===== config.mk =====
export PLATFORM = sky130hd
export DESIGN_NAME = alu_with_flags_top_flat
export DESIGN_NICKNAME = d
export VERILOG_FILES = /design/src/hw/rtl/afl_pkg.sv /design/src/hw/rtl/afl_if.sv /design/src/hw/rtl/afl_alu.sv /design/src/hw/rtl/alu_with_flags_top.sv /design/src/flat_wrapper.sv
export SDC_FILE = /design/constraint.sdc
export NUM_CORES = 1
export LEC_CHECK = 0
export ABC_AREA = 1
export BUFFER_PORTS_ARGS = -buffer_cell sky130_fd_sc_hd__clkbuf_2
export CAP_MARGIN = 0
export CORE_ASPECT_RATIO = 0.7
export CORE_UTILIZATION = 45
export DETAILED_ROUTE_END_ITERATION = 12
export PLACE_DENSITY_LB_ADDON = 0.05
export SLEW_MARGIN = 20
export SYNTH_ARGS = -nofsm -noshare
export SYNTH_HDL_FRONTEND = slang
export SYNTH_SLANG_ARGS = --single-unit

===== constraint.sdc =====
create_clock -name clk -period 4.89 [get_ports clk]
set_input_delay 0.489 -clock clk [delete_from_list [all_inputs] [get_ports clk]]
set_output_delay 0.489 -clock clk [all_outputs]
set_load 0.1 [all_outputs]

===== src/hw/rtl/afl_pkg.sv =====
// types, operation codes and constants shared by the flag-setting alu
package afl_pkg;

    // operation codes
    localparam logic [4:0] ACT_ADD = 5'd0;
    localparam logic [4:0] ACT_ADC = 5'd1;
    localparam logic [4:0] ACT_SUB = 5'd2;
    localparam logic [4:0] ACT_SBC = 5'd3;
    localparam logic [4:0] ACT_CMP = 5'd4;
    localparam logic [4:0] ACT_AND = 5'd5;
    localparam logic [4:0] ACT_OR  = 5'd6;
    localparam logic [4:0] ACT_XOR = 5'd7;
    localparam logic [4:0] ACT_NOT = 5'd8;
    localparam logic [4:0] ACT_INC = 5'd9;
    localparam logic [4:0] ACT_DEC = 5'd10;
    localparam logic [4:0] ACT_SLA = 5'd11;
    localparam logic [4:0] ACT_SRA = 5'd12;
    localparam logic [4:0] ACT_SRL = 5'd13;
    localparam logic [4:0] ACT_RL  = 5'd14;
    localparam logic [4:0] ACT_RLC = 5'd15;
    localparam logic [4:0] ACT_RR  = 5'd16;
    localparam logic [4:0] ACT_RRC = 5'd17;
    localparam logic [4:0] ACT_BIT = 5'd18;
    localparam logic [4:0] ACT_TOG = 5'd19;
    localparam logic [4:0] ACT_SET = 5'd20;
    localparam logic [4:0] ACT_RES = 5'd21;
    localparam logic [4:0] ACT_DAA = 5'd22;
    localparam logic [4:0] ACT_SCF = 5'd23;
    localparam logic [4:0] ACT_CCF = 5'd24;

    // width selector codes, anything else is a byte
    localparam logic [1:0] WS_32 = 2'd0;
    localparam logic [1:0] WS_16 = 2'd1;

    // operand masks and half carry masks per width
    localparam logic [31:0] MASK_32      = 32'hFFFF_FFFF;
    localparam logic [31:0] MASK_16      = 32'h0000_FFFF;
    localparam logic [31:0] MASK_8       = 32'h0000_00FF;
    localparam logic [31:0] HALF_MASK_32 = 32'h0FFF_FFFF;
    localparam logic [31:0] HALF_MASK_16 = 32'h0000_0FFF;
    localparam logic [31:0] HALF_MASK_8  = 32'h0000_000F;
    localparam logic [4:0]  TOP_32       = 5'd31;
    localparam logic [4:0]  TOP_16       = 5'd15;
    localparam logic [4:0]  TOP_8        = 5'd7;

    // decimal adjust constants
    localparam logic [7:0] DAA_LOW_ADJ  = 8'h06;
    localparam logic [7:0] DAA_HIGH_ADJ = 8'h60;
    localparam logic [3:0] DAA_DIGIT_MAX = 4'h9;

    // flag register, zero flag in bit 0
    typedef struct packed {
        logic sign;
        logic parity;
        logic carry;
        logic half_carry;
        logic subtract;
        logic zero;
    } flags_t;

    typedef struct packed {
        logic [4:0]  action;
        logic [31:0] left_operand;
        logic [31:0] right_operand;
        logic [1:0]  width_select;
        logic [7:0]  bit_index;
    } item_t;

    typedef struct packed {
        logic [31:0] result;
        flags_t      flags;
        logic        bad_bit_index;
    } result_t;

endpackage


===== src/hw/rtl/afl_if.sv =====
// valid/ready channel interfaces for input and result items
interface afl_in_if;
    logic        valid;
    logic        ready;
    logic [4:0]  action;
    logic [31:0] left_operand;
    logic [31:0] right_operand;
    logic [1:0]  width_select;
    logic [7:0]  bit_index;

    modport source (output valid, action, left_operand, right_operand, width_select,
                    bit_index, input ready);
    modport sink (input valid, action, left_operand, right_operand, width_select,
                  bit_index, output ready);
endinterface

interface afl_out_if;
    logic        valid;
    logic        ready;
    logic [31:0] result;
    logic        zero_flag;
    logic        subtract_flag;
    logic        half_carry_flag;
    logic        carry_flag;
    logic        parity_flag;
    logic        sign_flag;
    logic        bad_bit_index;

    modport source (output valid, result, zero_flag, subtract_flag, half_carry_flag,
                    carry_flag, parity_flag, sign_flag, bad_bit_index, input ready);
    modport sink (input valid, result, zero_flag, subtract_flag, half_carry_flag,
                  carry_flag, parity_flag, sign_flag, bad_bit_index, output ready);
endinterface


===== src/hw/rtl/afl_alu.sv =====
// single pass alu datapath: result, next flags and bit index error for one item
module afl_alu
(
    input  afl_pkg::item_t   item,
    input  afl_pkg::flags_t  flags_in,
    output afl_pkg::result_t res
);

    logic [31:0]     mask;
    logic [31:0]     half_mask;
    logic [31:0]     half_pos;
    logic [31:0]     top_onehot;
    logic [4:0]      top_idx;
    logic [31:0]     a;
    logic [31:0]     b;
    logic            cin;
    logic            c_add;
    logic            c_sub;
    logic [32:0]     sum_wide;
    logic [32:0]     diff_wide;
    logic            add_half;
    logic            sub_half;
    logic            add_carry;
    logic            borrow;
    logic            msb;
    logic            lsb;
    logic [31:0]     bit_onehot;
    logic            bit_bad;
    logic [7:0]      al;
    logic            daa_low;
    logic            daa_high;
    logic [7:0]      daa_adj;
    logic [7:0]      daa_val;
    logic [31:0]     r;
    logic            bad;
    afl_pkg::flags_t flags;

    // width decode
    always_comb
    begin
        case (item.width_select)
            afl_pkg::WS_32:
            begin
                mask      = afl_pkg::MASK_32;
                half_mask = afl_pkg::HALF_MASK_32;
                top_idx   = afl_pkg::TOP_32;
            end
            afl_pkg::WS_16:
            begin
                mask      = afl_pkg::MASK_16;
                half_mask = afl_pkg::HALF_MASK_16;
                top_idx   = afl_pkg::TOP_16;
            end
            default:
            begin
                mask      = afl_pkg::MASK_8;
                half_mask = afl_pkg::HALF_MASK_8;
                top_idx   = afl_pkg::TOP_8;
            end
        endcase
    end

    // shared operand terms
    always_comb
    begin
        top_onehot = mask ^ (mask >> 1);
        half_pos   = half_mask + 32'd1;
        a          = item.left_operand & mask;
        b          = item.right_operand & mask;
        cin        = flags_in.carry;
        c_add      = (item.action == afl_pkg::ACT_ADC) && cin;
        c_sub      = (item.action == afl_pkg::ACT_SBC) && cin;
        sum_wide   = {1'b0, a} + {1'b0, b} + {32'd0, c_add};
        diff_wide  = {1'b0, a} - {1'b0, b} - {32'd0, c_sub};
        // carry into the bit above the half mask
        add_half   = |((a ^ b ^ sum_wide[31:0]) & half_pos);
        sub_half   = |((a ^ b ^ diff_wide[31:0]) & half_pos);
        add_carry  = sum_wide > {1'b0, mask};
        borrow     = diff_wide[32];
        msb        = |(b & top_onehot);
        lsb        = b[0];
        bit_onehot = 32'd1 << item.bit_index[4:0];
        bit_bad    = item.bit_index > {3'd0, top_idx};
    end

    // decimal adjust on the low byte
    always_comb
    begin
        al       = item.left_operand[7:0];
        daa_low  = flags_in.half_carry || (al[3:0] > afl_pkg::DAA_DIGIT_MAX);
        daa_high = flags_in.carry || (al[7:4] > afl_pkg::DAA_DIGIT_MAX);
        daa_adj  = (daa_low ? afl_pkg::DAA_LOW_ADJ : 8'd0)
                 + (daa_high ? afl_pkg::DAA_HIGH_ADJ : 8'd0);
        daa_val  = flags_in.subtract ? (al - daa_adj) : (al + daa_adj);
    end

    // operation select and flag update
    always_comb
    begin
        flags = flags_in;
        r     = '0;
        bad   = 1'b0;
        case (item.action)
            afl_pkg::ACT_ADD, afl_pkg::ACT_ADC:
            begin
                r                = sum_wide[31:0] & mask;
                flags.subtract   = 1'b0;
                flags.sign       = 1'b0;
                flags.half_carry = add_half;
                flags.carry      = add_carry;
                flags.zero       = (r == '0);
                flags.parity     = ~^r;
            end
            afl_pkg::ACT_SUB, afl_pkg::ACT_SBC, afl_pkg::ACT_CMP:
            begin
                r                = diff_wide[31:0] & mask;
                flags.subtract   = 1'b1;
                flags.carry      = borrow;
                flags.sign       = borrow;
                flags.half_carry = sub_half;
                flags.zero       = (r == '0);
                // compare leaves parity and hands back the left operand
                if (item.action == afl_pkg::ACT_CMP)
                begin
                    r = a;
                end
                else
                begin
                    flags.parity = ~^r;
                end
            end
            afl_pkg::ACT_AND, afl_pkg::ACT_OR, afl_pkg::ACT_XOR:
            begin
                case (item.action)
                    afl_pkg::ACT_AND: r = a & b;
                    afl_pkg::ACT_OR:  r = a | b;
                    default:          r = a ^ b;
                endcase
                flags.subtract   = 1'b0;
                flags.half_carry = (item.action == afl_pkg::ACT_AND);
                flags.carry      = 1'b0;
                flags.sign       = 1'b0;
                flags.zero       = (r == '0);
                flags.parity     = ~^r;
            end
            afl_pkg::ACT_NOT:
            begin
                r                = ~b & mask;
                flags.subtract   = 1'b1;
                flags.half_carry = 1'b1;
            end
            afl_pkg::ACT_INC:
            begin
                r              = (b + 32'd1) & mask;
                flags.zero     = (r == '0);
                flags.parity   = ~^r;
                flags.subtract = 1'b0;
                if (item.width_select != afl_pkg::WS_32)
                begin
                    flags.half_carry = ((r & half_mask) == '0);
                end
            end
            afl_pkg::ACT_DEC:
            begin
                r              = (b - 32'd1) & mask;
                flags.zero     = (r == '0);
                flags.parity   = ~^r;
                flags.subtract = 1'b1;
                if (item.width_select != afl_pkg::WS_32)
                begin
                    flags.half_carry = ((r & half_mask) == half_mask);
                end
            end
            afl_pkg::ACT_SLA, afl_pkg::ACT_SRA, afl_pkg::ACT_SRL, afl_pkg::ACT_RL,
            afl_pkg::ACT_RLC, afl_pkg::ACT_RR, afl_pkg::ACT_RRC:
            begin
                case (item.action)
                    afl_pkg::ACT_SLA: r = b << 1;
                    afl_pkg::ACT_SRA: r = (b >> 1) | (msb ? top_onehot : '0);
                    afl_pkg::ACT_SRL: r = b >> 1;
                    afl_pkg::ACT_RL:  r = (b << 1) | {31'd0, cin};
                    afl_pkg::ACT_RLC: r = (b << 1) | {31'd0, msb};
                    afl_pkg::ACT_RR:  r = (b >> 1) | (cin ? top_onehot : '0);
                    default:          r = (b >> 1) | (lsb ? top_onehot : '0);
                endcase
                r                = r & mask;
                flags.subtract   = 1'b0;
                flags.half_carry = 1'b0;
                // left moves take the old top bit, right moves the old bit 0
                if ((item.action == afl_pkg::ACT_SLA) || (item.action == afl_pkg::ACT_RL)
                    || (item.action == afl_pkg::ACT_RLC))
                begin
                    flags.carry = msb;
                end
                else
                begin
                    flags.carry = lsb;
                end
                flags.zero = (r == '0);
                // plain rotates leave parity
                if ((item.action != afl_pkg::ACT_RLC) && (item.action != afl_pkg::ACT_RRC))
                begin
                    flags.parity = ~^r;
                end
            end
            afl_pkg::ACT_BIT, afl_pkg::ACT_TOG, afl_pkg::ACT_SET, afl_pkg::ACT_RES:
            begin
                if (bit_bad)
                begin
                    bad = 1'b1;
                    r   = (item.action == afl_pkg::ACT_BIT) ? a : b;
                end
                else
                begin
                    case (item.action)
                        afl_pkg::ACT_BIT:
                        begin
                            r                = a;
                            flags.zero       = ~|(b & bit_onehot);
                            flags.subtract   = 1'b0;
                            flags.half_carry = 1'b1;
                        end
                        afl_pkg::ACT_TOG: r = (b ^ bit_onehot) & mask;
                        afl_pkg::ACT_SET: r = (b | bit_onehot) & mask;
                        default:          r = b & ~bit_onehot & mask;
                    endcase
                end
            end
            afl_pkg::ACT_DAA:
            begin
                r                = {24'd0, daa_val};
                flags.carry      = daa_high;
                flags.zero       = (daa_val == '0);
                flags.parity     = ~^daa_val;
                flags.half_carry = 1'b0;
            end
            afl_pkg::ACT_SCF:
            begin
                flags.subtract   = 1'b0;
                flags.half_carry = 1'b0;
                flags.carry      = 1'b1;
            end
            afl_pkg::ACT_CCF:
            begin
                flags.subtract   = 1'b0;
                flags.half_carry = 1'b0;
                flags.carry      = ~cin;
            end
            default:
            begin
                r = '0;
            end
        endcase
        res.result        = r;
        res.flags         = flags;
        res.bad_bit_index = bad;
    end

endmodule


===== src/hw/rtl/alu_with_flags_top.sv =====
// top level: input register, alu datapath, flag register and result register
// path: an accepted input item waits in the input register, passes the alu and is held in the result register
// throughput: one item per cycle while the result side takes results; the alu and flag update finish in one pass
// stalls come only from the result side, the input register holds one item
// reset: flags clear to zero and both registers are emptied
module alu_with_flags_top
(
    input logic      clk,
    input logic      rst_n,
    afl_in_if.sink   req,
    afl_out_if.source rsp
);

    logic              in_valid_reg;
    afl_pkg::item_t    in_item_reg;
    logic              out_valid_reg;
    afl_pkg::result_t  out_reg;
    afl_pkg::flags_t   flag_reg;
    afl_pkg::result_t  core_res;
    logic              advance;
    logic              in_take;

    // pipeline control
    assign advance   = in_valid_reg && (!out_valid_reg || rsp.ready);
    assign req.ready = !in_valid_reg || advance;
    assign in_take   = req.valid && req.ready;

    // datapath
    afl_alu u_alu
    (
        .item     (in_item_reg),
        .flags_in (flag_reg),
        .res      (core_res)
    );

    // valid bits and flag register
    always_ff @(posedge clk or negedge rst_n)
    begin
        if (!rst_n)
        begin
            in_valid_reg  <= 1'b0;
            out_valid_reg <= 1'b0;
            flag_reg      <= '0;
        end
        else
        begin
            if (req.ready)
            begin
                in_valid_reg <= req.valid;
            end
            if (advance)
            begin
                out_valid_reg <= 1'b1;
                flag_reg      <= core_res.flags;
            end
            else if (rsp.ready)
            begin
                out_valid_reg <= 1'b0;
            end
        end
    end

    // payload registers
    always_ff @(posedge clk)
    begin
        if (in_take)
        begin
            in_item_reg <= '{action:        req.action,
                             left_operand:  req.left_operand,
                             right_operand: req.right_operand,
                             width_select:  req.width_select,
                             bit_index:     req.bit_index};
        end
        if (advance)
        begin
            out_reg <= core_res;
        end
    end

    // result port
    assign rsp.valid           = out_valid_reg;
    assign rsp.result          = out_reg.result;
    assign rsp.zero_flag       = out_reg.flags.zero;
    assign rsp.subtract_flag   = out_reg.flags.subtract;
    assign rsp.half_carry_flag = out_reg.flags.half_carry;
    assign rsp.carry_flag      = out_reg.flags.carry;
    assign rsp.parity_flag     = out_reg.flags.parity;
    assign rsp.sign_flag       = out_reg.flags.sign;
    assign rsp.bad_bit_index   = out_reg.bad_bit_index;

    // flags shown with an item match the flag register
    a_flags_match: assert property (@(posedge clk) disable iff (!rst_n)
        advance |=> (out_reg.flags == flag_reg))
        else $error("result flags differ from flag register");

    // flag register only moves when an item passes the alu
    a_flags_hold: assert property (@(posedge clk) disable iff (!rst_n)
        !advance |=> $stable(flag_reg))
        else $error("flag register changed without an item");

    // a bad bit index leaves the flags alone
    a_bad_keeps_flags: assert property (@(posedge clk) disable iff (!rst_n)
        (advance && core_res.bad_bit_index) |=> (flag_reg == $past(flag_reg)))
        else $error("flags changed on bad bit index");

    // input stalls only when the result side holds back
    a_stall_cause: assert property (@(posedge clk) disable iff (!rst_n)
        (in_valid_reg && !req.ready) |-> (out_valid_reg && !rsp.ready))
        else $error("input stalled without output back-pressure");

endmodule


===== src/flat_wrapper.sv =====
// flat-port wrapper written by rule: the top's interface ports become plain ports
module alu_with_flags_top_flat 
  (clk, rst_n, req_valid, req_action, req_left_operand, req_right_operand, req_width_select, req_bit_index, req_ready, rsp_valid, rsp_result, rsp_zero_flag, rsp_subtract_flag, rsp_half_carry_flag, rsp_carry_flag, rsp_parity_flag, rsp_sign_flag, rsp_bad_bit_index, rsp_ready);
  afl_in_if req_i ();
  afl_out_if rsp_i ();
  input logic clk;
  input logic rst_n;
  input wire logic [$bits(req_i.valid)-1:0] req_valid;
  input wire logic [$bits(req_i.action)-1:0] req_action;
  input wire logic [$bits(req_i.left_operand)-1:0] req_left_operand;
  input wire logic [$bits(req_i.right_operand)-1:0] req_right_operand;
  input wire logic [$bits(req_i.width_select)-1:0] req_width_select;
  input wire logic [$bits(req_i.bit_index)-1:0] req_bit_index;
  output wire logic [$bits(req_i.ready)-1:0] req_ready;
  output wire logic [$bits(rsp_i.valid)-1:0] rsp_valid;
  output wire logic [$bits(rsp_i.result)-1:0] rsp_result;
  output wire logic [$bits(rsp_i.zero_flag)-1:0] rsp_zero_flag;
  output wire logic [$bits(rsp_i.subtract_flag)-1:0] rsp_subtract_flag;
  output wire logic [$bits(rsp_i.half_carry_flag)-1:0] rsp_half_carry_flag;
  output wire logic [$bits(rsp_i.carry_flag)-1:0] rsp_carry_flag;
  output wire logic [$bits(rsp_i.parity_flag)-1:0] rsp_parity_flag;
  output wire logic [$bits(rsp_i.sign_flag)-1:0] rsp_sign_flag;
  output wire logic [$bits(rsp_i.bad_bit_index)-1:0] rsp_bad_bit_index;
  input wire logic [$bits(rsp_i.ready)-1:0] rsp_ready;
  assign req_i.valid = req_valid;
  assign req_i.action = req_action;
  assign req_i.left_operand = req_left_operand;
  assign req_i.right_operand = req_right_operand;
  assign req_i.width_select = req_width_select;
  assign req_i.bit_index = req_bit_index;
  assign req_ready = req_i.ready;
  assign rsp_valid = rsp_i.valid;
  assign rsp_result = rsp_i.result;
  assign rsp_zero_flag = rsp_i.zero_flag;
  assign rsp_subtract_flag = rsp_i.subtract_flag;
  assign rsp_half_carry_flag = rsp_i.half_carry_flag;
  assign rsp_carry_flag = rsp_i.carry_flag;
  assign rsp_parity_flag = rsp_i.parity_flag;
  assign rsp_sign_flag = rsp_i.sign_flag;
  assign rsp_bad_bit_index = rsp_i.bad_bit_index;
  assign rsp_i.ready = rsp_ready;
  alu_with_flags_top u_core (.clk(clk), .rst_n(rst_n), .req(req_i), .rsp(rsp_i));
endmodule

# [Word-level counts from Yosys, hierarchy flattened]
# Index checks and enable logic that the tools add are counted.
# Widths: inputs -> output; s select.
[classes] n_lt_le_gt_ge=4 n_eq_ne=28 shift=1 n_bitwise=34 n_mux=34 add_sub_neg=10 reduce_logical=46
[op_table] cell="$and 32x32->32" n=19
[op_table] cell="$pmux 32 s9" n=1
[op_table] cell="$mux 32" n=8
[op_table] cell="$logic_not 32->1" n=7
[op_table] cell="$pmux 32 s6" n=1
[op_table] cell="$reduce_xnor 32->1" n=6
[op_table] cell="$pmux 32 s2" n=2
[op_table] cell="$reduce_or 32->1" n=4
[op_table] cell="$xor 32x32->32" n=4
[op_table] cell="$or 31x32->32" n=3
[op_table] cell="$pmux 32 s3" n=1
[op_table] cell="$add 32x1->32 const B" n=2
[op_table] cell="$not 32->32" n=2
[op_table] cell="$or 32x1->32" n=2
[op_table] cell="$or 32x32->32" n=2
[op_table] cell="$pmux 28 s2" n=1
[op_table] cell="$eq 5x5->1 const B" n=9
[op_table] cell="$eq 5x4->1 const B" n=8
[op_table] cell="$add 32x32->33" n=1
[op_table] cell="$add 33x1->33" n=1
[op_table] cell="$gt 33x32->1" n=1
[op_table] cell="$sub 32x32->33" n=1
[op_table] cell="$sub 33x1->33" n=1
[op_table] cell="$eq 32x32->1" n=1
[op_table] cell="39 further kinds" n=69
[totals] register_bits=126

# [Longest topological paths before layout]
[depth] word_depth=13 depth_mapped=35

# [By module]
# Synthesis repeated with hierarchy kept, for this count alone.
[hier_totals] hier_cells=3031 area_unflattened_um2=21231.6
[modules_own_cells] mod="afl_alu" area_each_um2=17356.6 instances=1 cells_each=2877
[modules_own_cells] mod="alu_with_flags_top" area_each_um2=3875.0 instances=1 cells_each=154

# [Worst setup path after synthesis]
# OpenSTA, ideal clock, no wires.
[synth_timing] path_type="register to register" startpoint="register u_core.in_item_reg[9] (netlist name)" endpoint="register u_core.out_reg (netlist bit u_core.rsp.parity_flag) (data pin)" slack_ns=0.343 arrival_ns=4.280 path_stages_with_launch=29 setup_ns=0.268 path_cell_list="edfxtp_1 buf_6 inv_6 clkbuf_1 nand2_1 ha_1 buf_2 nand2_1 nor2_1 and3_1 nand2_1 nand2_1 inv_1 o21ai_1 nand3_1 nand2_1 a21oi_2 o21ai_0 xor2_1 ha_1 inv_1 ha_1 xnor2_1 xnor2_1 xnor2_1 xnor2_1 nor2_1 nor2_1 nand3_1"
[synth_lines] element="start, declared" line_no="alu_with_flags_top.sv:15" rtl="afl_pkg::item_t in_item_reg;"
[synth_lines] element="start signal, assigned" line_no="alu_with_flags_top.sv:68" rtl="in_item_reg <= '{action: req.action,"
[synth_lines] element="end signal, assigned" line_no="alu_with_flags_top.sv:76" rtl="out_reg <= core_res;"
[synth_lines] element="end, declared" line_no="alu_with_flags_top.sv:17" rtl="afl_pkg::result_t out_reg;"

==> results.py <==
metrics = {
    "timing": {
        "hold_violations": 0,
        "slew_headroom": 0.2929,
        "worst_slack_ns": -0.1008,
        "period_share": 1.021,
        "setup_viol": 2,
        "rsz0062_at_grt": "yes",
        "fin_crit_ns": 4.991,
        "clock_skew_ns": 0.01355,
        "max_freq_mhz": 200.4,
        "worst_pin_slew_ns": 1.057,
        "slew_viol_final": 0,
        "setup_tns_ns": -0.1717,
    },
    "setup_path": {
        "cp_common_cell": "nand3_2",
        "path_buf_inv": 3,
        "crit_type": "register to register",
        "required_ns": 5.12,
        "crit_fanout": 3,
        "slowest_delay_ns": 0.67,
        "worstPathArrival_ns": 5.22,
        "cp-end-kind": "register",
        "path_delay_family": "simple AND/OR/NAND/NOR gates",
        "cpMaxStageDelayCell": "fa_2",
        "cp-start-kind": "register",
    },
    "detailed_routing": {
        "drt_iter0_markers": 3667,
        "dr.pass1.iters": 6,
        "drtAntennaViolNets": 0,
        "finalWirelength_mm": 107.4,
        "drt_drc_violations_left": 0,
        "viasPerCell": 6.045,
        "routedWlPerCell_um": 26.79,
        "vias": 24250,
    },
    "yosys": {
        "synth_top_family_by_area": "simple AND/OR/NAND/NOR gates",
        "ys_seq_elements": 126,
        "yosysUniqueCellTypes": 63,
        "syn_nets": 3349,
        "synth-seq-area-share": 0.1835,
        "netlist_instances": 2879,
        "post_synth_mux_area_share": 0,
        "ys_warn_count": 0,
        "synth_area_per_cell_sq_um": 7.084,
        "synth_ff_type": "edfxtp_1",
        "synth_compound_area_frac": 0.1597,
        "synth_fa_ha_area_frac": 0.2389,
        "syn_area_sq_um": 20400,
        "yosys.area_share.simple": 0.2510,
        "async_reset_ff_frac": 0.06349,
        "synth_edf_count": 118,
        "synthXorXnorAreaFrac": 0.06552,
    },
    "global_routing": {
        "grt_pass1_vias": 22110,
        "grt.total_usage": 0.4478,
        "gr-total-overflow": 0,
        "grt_pass1_wl_mm": 149.6,
        "grt_max_degree": 50,
        "antenna_found_initial": 1,
    },
    "floorplan": {
        "rows": 64,
        "start_util": 0.4614,
        "die_h_um": 180.1,
        "core_sq_um": 44200,
        "pin_count": 124,
        "die_w_um": 256.5,
        "dieArea_sq_um": 46190,
    },
    "cells_and_area": {
        "drive_gt1_frac": 0.2581,
        "n_antenna_cell": 0,
        "largest_register_ffs": 79,
        "layout_commonest_cell": "nand2_1",
        "nets": 3874,
        "fill_cells": 4201,
        "area_growth_pct": 31.08,
        "layout_common_cells": "nand2_1, buf_4, inv_1",
    },
    "power_and_ir_drop": {
        "p_seq_frac": 0.176,
        "power_mw": 8.239,
        "ir_drop_mv": 0.2687,
        "intPower_mw": 4.051,
        "power_frac_clock": 0.172,
        "switching_share": 0.5083,
        "p_leak_nw": 12.65,
        "comb_power_share": 0.652,
        "powerDensity_nw_per_um2": 308.2,
        "power_switching_mw": 4.188,
    },
    "cts": {
        "cts_tree": "yes",
        "cts_buffer_depth": 2,
        "htree_levels": 4,
        "clockRootBuffer": "clkbuf_16",
        "clk_pin_slew_ns": 0.08,
        "cts.sinks": 126,
        "clk_latency_ns": 0.49,
        "cts_made_buffers": 17,
    },
    "outcome": {
        "violations": "negative setup slack",
        "outcome": "complete, but fails checks",
    },
    "run": {
        "cap_violations": 0,
    },
    "placement": {
        "port_buffers": 123,
        "place_hpwl_mm": 88.19,
        "dp_slack_ns": -0.3775,
        "place.gp.congestion": 1.099,
    },
    "worst_hold_path": {
        "hp-class": "input pin to register",
    },
}
final timing paths:
| path | start | to | slack (ns) | cells after the start |
|---|---|---|---|---|
| max | u_core.flag_reg[3]$_DFFE_PN0P_ | u_core.rsp.parity_flag$_DFFE_PP_ | -0.10 | 28 |
| min | req_action[2] | u_core.in_item_reg[76]$_DFFE_PP_ | 0.17 | 1 |
| max reg2reg | u_core.flag_reg[3]$_DFFE_PN0P_ | u_core.rsp.parity_flag$_DFFE_PP_ | -0.10 | 28 |
| min reg2reg | u_core.flag_reg[0]$_DFFE_PN0P_ | u_core.flag_reg[0]$_DFFE_PN0P_ | 0.51 | 2 |
| max in group asynchronous | rst_n | u_core.flag_reg[1]$_DFFE_PN0P_ | 4.20 | 2 |
| min in group asynchronous | rst_n | u_core.flag_reg[3]$_DFFE_PN0P_ | 0.44 | 2 |
cell families (layout without fill, tap and decap cells):
| family | Yosys count | after routing |
|---|---|---|
| AND/OR/NAND/NOR | 1154 | 1154 |
| AO/OA/AOI/OAI | 528 | 528 |
| XOR/XNOR | 151 | 151 |
| adder cells (fa/ha/maj) | 387 | 387 |
| buffers and inverters | 533 | 1071 |
| flip-flops | 126 | 126 |
routing by layer:
layer,global-route usage,routed length [um],vias to the layer above
met4,0.1129,3010,6
met1,0.6558,46230,11440
met3,0.2387,19870,180
met5,0.02058,214,-
met2,0.5476,38110,1832
li1,-,-,10790
cells in the mapped netlist, types with 5 or more instances:
| master | n | share of area |
|---|---|---|
| a211oi_1 | 14 | 0.0052 |
| a21boi_0 | 6 | 0.0022 |
| a21o_1 | 12 | 0.0044 |
| a21oi_1 | 145 | 0.036 |
| a221oi_1 | 31 | 0.013 |
| a31oi_1 | 9 | 0.0028 |
| buf_1 | 10 | 0.0018 |
| buf_2 | 22 | 0.0054 |
| clkbuf_1 | 53 | 0.0098 |
| clkinv_1 | 5 | 0.00092 |
| dfrtp_1 | 8 | 0.0098 |
| edfxtp_1 | 118 | 0.17 |
| ha_1 | 383 | 0.23 |
| inv_1 | 424 | 0.078 |
| inv_2 | 13 | 0.0024 |
| nand2_1 | 490 | 0.090 |
| nand3_1 | 147 | 0.036 |
| nand4_1 | 57 | 0.017 |
| nor2_1 | 311 | 0.057 |
| nor2_2 | 12 | 0.0037 |
| nor2_4 | 9 | 0.0050 |
| nor3_1 | 58 | 0.014 |
| nor4_1 | 26 | 0.0080 |
| o2111ai_1 | 27 | 0.012 |
| o211ai_1 | 30 | 0.011 |
| o21ai_0 | 151 | 0.037 |
| o21ai_1 | 6 | 0.0015 |
| o21bai_1 | 11 | 0.0040 |
| o221ai_1 | 22 | 0.0094 |
| o22ai_1 | 45 | 0.014 |
| or2_2 | 14 | 0.0043 |
| xnor2_1 | 75 | 0.032 |
| xor2_1 | 75 | 0.032 |
metrics by stage:
stage	utilization	instance area, sq um	std cells	hold slack [ns]
after floorplan	-	20400	2879	0.1934
after global placement	0.5587	24700	3938	0.3917
after detailed placement	0.5587	24700	3938	0.3905
after CTS	0.5821	25730	3985	0.1656
after global routing	0.6048	26730	4011	0.1629
final	0.6048	26730	4011	0.1660
what timing repair did:
action	in CTS	in global routing
setup endpoints to repair	8	10
resized for setup	75	173
buffers inserted	13	25
hold buffers	1	0
pin swaps	30	60
gates cloned	1	1
hold endpoints to repair	8	0
power by group through the flow:
stage	clock [mW]	combinational [mW]	sequential [mW]
finish	1.41	5.37	1.45
global route	1.45	5.63	1.45
CTS	1.40	4.84	1.44
detailed placement	0	4.71	1.46
global placement	0	4.69	1.46
floorplan	0	2.44	1.85
area by class of cell:
class,count,area [sq um],share of cell area
Tap cell,594,743.2,0.02780
Timing Repair Buffer,594,4304,0.1610
Clock buffer,17,425.4,0.01591
Sequential cell,126,3744,0.1400
Clock inverter,15,172.7,0.006459
Timing Repair inverter,1,5.005,0.0001872
Inverter,444,1689,0.06318
Multi-Input combinational cell,2220,15650,0.5854
No activity file was read; power rests on OpenSTA's default activity.
